==> config.mk <==
export PLATFORM = sky130hd
export DESIGN_NAME = bba_ram
export DESIGN_NICKNAME = d
export VERILOG_FILES = /design/src/rtl/core/bba_ram.sv
export SDC_FILE = /design/constraint.sdc
export NUM_CORES = 1
export LEC_CHECK = 0
export ABC_AREA = 0
export BUFFER_PORTS_ARGS = -buffer_cell sky130_fd_sc_hd__buf_2
export CAP_MARGIN = 0
export CORE_MARGIN = 2
export CORE_UTILIZATION = 50
export CTS_CLUSTER_DIAMETER = 40
export DETAILED_ROUTE_END_ITERATION = 12
export GPL_TIMING_DRIVEN = 1
export PLACE_DENSITY = 0.67
export SLEW_MARGIN = 20
export SYNTH_ARGS = -nofsm -noshare
export SYNTH_HDL_FRONTEND = slang
export SYNTH_SLANG_ARGS = --single-unit
==> constraint.sdc <==
create_clock -name clock -period 2.3 [get_ports clock]
set_input_delay 0.46 -clock clock [delete_from_list [all_inputs] [get_ports clock]]
set_output_delay 0.46 -clock clock [all_outputs]
set_load 0.005 [all_outputs]
==> src/rtl/core/bba_ram.sv <==
// Generic single-write, single-read RAM with registered read data.
module bba_ram #(
   parameter int WIDTH = 8,
   parameter int DEPTH = 16,
   localparam int ADDR_W = $clog2(DEPTH)
) (
   input  logic              clock,
   input  logic              wr_en,
   input  logic [ADDR_W-1:0] wr_addr,
   input  logic [WIDTH-1:0]  wr_data,
   input  logic              rd_en,
   input  logic [ADDR_W-1:0] rd_addr,
   output logic [WIDTH-1:0]  rd_data
);

   logic [WIDTH-1:0] mem_ff [DEPTH];
   logic [WIDTH-1:0] rd_data_ff;

   always_ff @(posedge clock) begin
      if (wr_en) begin
         mem_ff[wr_addr] <= wr_data;
      end
      if (rd_en) begin
         rd_data_ff <= mem_ff[rd_addr];
      end
   end

   assign rd_data = rd_data_ff;

endmodule

Word level (Yosys, flattened, before mapping)
Memories as Yosys holds them, arrays and structs flattened. A register that Yosys moved wholly into a read port is not among the register bits. Cells that the tools add are included.

Mux-type cells: 2.

Operators by type and width (count): $mux W1 (2).

Register bits: 0. Memory bits (writable): 128. Input bits: 19. Output and inout port bits: 8. Logic and storage cells: 3. Memories kept: 1.

Memories: mem_ff (depth 16, width 8, rd ports 1, clocked after Yosys merged registers in 1, write ports 1, line 16) `logic [WIDTH-1:0] mem_ff [DEPTH];`.

Depth between registers and ports, before layout
Word-level depth: 2. Gate-level depth with buffers: 5. Depth with buffers taken out: 3.

Least setup slack after synthesis
OpenSTA, ideal clock, no wires.

Kind: in2reg. From: input port wr_addr[2]. To: memory mem_ff[0][0], enable pin. Library setup time: 0.383 ns. Arrival: 1.570 ns. Required time: 1.917 ns. Slack: 0.347 ns. Stages on the path: 2. Path buffers: 0. Path through: or3b_2 > nor3_1.

RTL lines: start, declared (line 9) `input logic [ADDR_W-1:0] wr_addr,`; end, declared (line 16).

No word-level cell before the write port.

Worst setup path in the final report
From: register rd_data_ff[5], in the netlist rd_data[5], read port of mem_ff. To: output port rd_data[5].

RTL lines: start, declared (line 17) `logic [WIDTH-1:0] rd_data_ff;`; end, declared (line 13) `output logic [WIDTH-1:0] rd_data`.

No word-level cell between the ends.

==> flow_summary_export.csv <==
group,metric,value,unit
global_routing,antenna_found_initial,0,
layout,syn_to_final_growth,19.3,%
global_routing,first_global_vias,2530,
clock_network,cts_setup_buffers,0,
layout,layout-drive-gt1-share,31.6,%
layout,layout.cells.non_filler,433,
critical_path,crit_chain,"buf_2",
logic_synthesis,synth_area_leader_cell,"edfxtp_1",
drt,drc,0,
layout,num-nets-final,303,
critical_path,crit_type,"reg -> out",
clock_network,cts_tree,"yes",
drt,drt-initial-drc-count,153,
drt,num_vias,2431,
clock_network,path_clk_slew,60,ps
drt,first_pass_iters,4,
critical_path,max_stage_delay,410,ps
clock_network,root_buffer,"clkbuf_8",
logic_synthesis,syn_nets,248,
logic_synthesis,synthTopCellsByArea,"edfxtp_1 (78%), mux4_2 (7.8%), mux4_1 (7.0%)",
hold_path,hold_path.class,"in -> reg",
logic_synthesis,synth-seq-cells,136,
die,ios,27,
logic_synthesis,syn_area,5230,um^2
sta,clock_skew,12.9,ps
sta,worst_slew_pin_slew,390,ps
logic_synthesis,netlist_instances,229,
die,die_x,106,um
clock_network,cts_buffers,17,
critical_path,critical-path-slowest-cell,"edfxtp_1",
critical_path,cp.arrival,1080,ps
global_routing,grt_max_degree,33,
sta,finalMaxSlewViolations,0,
critical_path,cp_num_buf_inv,1,
critical_path,required,1840,ps
sta,rsz0062_at_grt,"false",
critical_path,cp-start-kind,"flip-flop",
layout,n_fill_cell,694,
die,dieHeight,106,um
logic_synthesis,syn_area_per_cell,22.8,um^2
place,hpwl,6120,um
global_routing,grt_util_all_layers,19.5,%
place,port_buffers,26,
die,coreArea,10200,um^2
clock_network,htree_levels,4,
critical_path,critPathTopFamily,"flip-flops",
drt,postRouteAntennaNets,0,
logic_synthesis,yosysSeqAreaShare,78.1,%
sta,hold_viol_final,0,
flow_run,maxCapViolCount,0,
sta,finalCritPeriodShare,66.8,%
power_and_ir_drop,leakage,2.12,nW
place,postPlaceCellArea,5620,um^2
clock_network,holdBufCountCts,0,
critical_path,endpoint_kind,"output pin",
die,initial_core_util,51.1,%
status,outcome,"completed",
power_and_ir_drop,p_per_area,936,nW/um^2
drt,wl_per_cell,22.6,um
drt,postRouteWirelength,9790,um
global_routing,grt_first_pass_wirelength,15000,um
die,die_area,11300,um^2
sta,tns,0,ps
sta,fmax,651,MHz
logic_synthesis,synth_cell_types,18,
sta,max_slew_margin,74.0,%
clock_network,cts.sinks,136,
die,num_rows,37,
layout,postLayoutCellArea,6240,um^2
sta,setup_viol,0,
place,dp_cells,401,
clock_network,clk_latency,510,ps
power_and_ir_drop,ir_worst_vdd,390,uV
layout,diodes,0,
clock_network,ctsResizeCount,0,
global_routing,overflow,0,
critical_path,cp_max_fo,1,
layout,final_core_util,61.0,%
clock_network,clk_path_buf_depth,2,
logic_synthesis,yosysWarnings,0,
sta,period_needed,1540,ps
sta,finalHoldWorstSlack,318,ps
logic_synthesis,synth_top_cell_area_share,78.1,%
place,gp_congestion,0.720,
drt,via_per_inst,5.61,
[cells in the final DEF, fill, tap and decap left out]
cell / instances
clkinv_1: 3
mux4_1: 14
mux4_2: 18
nand2_1: 9
clkinvlp_4: 3
edfxtp_1: 136
a22oi_1: 16
clkbuf_8: 1
or3b_2: 1
nor3_1: 4
and2b_1: 1
nor2_1: 13
clkinv_4: 1
nand3b_1: 2
bufinv_16: 5
buf_2: 26
nor2b_1: 1
buf_12: 2
buf_4: 18
clkbuf_16: 16
nand3_1: 1
clkinv_2: 3
nand2b_1: 2
and2_1: 1
[state kept, by name, indices dropped and copies added (netlist names)]
| name | count |
|---|---|
| rd_data | 8 |
| mem_ff | 128 |
[power by group]
part	switching, mW	internal, mW
registers	0.0164	2.79
logic	0.140	0.110
clock network	0.929	1.85
[cell usage after synthesis, drive strengths merged]
cell type	n
nor2	13
buf	7
nand3	1
nand3b	2
nand2b	2
edfxtp	136
a22oi	16
clkdlybuf4s25	3
nor2b	1
mux4	32
nor3	4
and2	1
and2b	1
nand2	9
or3b	1
[metal layers]
metal,GRT usage [%],part of all wire (%),vias to the layer above
met5,0,0,-
met4,7.33,0.55,0
met3,4.97,7.5,2
met2,30.6,51,91
met1,26.8,41,1249
li1,-,-,1089
[worst paths after layout]
check                     start       endpoint  slack (ps)  depth (start not counted)
hold / removal       wr_data[3]  mem_ff[14][3]         320                          1
setup / recovery     rd_data[5]     rd_data[5]         760                          1
setup reg to reg   mem_ff[3][4]     rd_data[4]         790                          3
hold reg to reg   mem_ff[15][0]     rd_data[0]         740                          3
[cell families after synthesis]
logic type	count (synthesis)	synth area share [%]
AOI/OAI and AO/OA	16	2.30
buffers and inverters	10	1.65
DFF	136	78.1
and+or+nand+nor	35	3.14
muxes	32	14.8
[through the flow]
step | setup WS, ps | power [mW]
after floorplan | 347 | 3.00
after global placement | 225 | 3.11
after detailed placement | 215 | 3.12
after CTS | 724 | 5.89
after global routing | 710 | 6.00
final | 764 | 5.84
[layout make-up]
class / count / area, um^2 / share of cell area [%]
multi-input combinational: 83 / 1060 / 16.9
tap: 136 / 170 / 2.73
timing repair buffer: 46 / 305 / 4.89
sequential: 136 / 4080 / 65.5
clock buffer: 17 / 414 / 6.64
clock inverter: 15 / 208 / 3.33
Power figures use the tool's default switching activity.
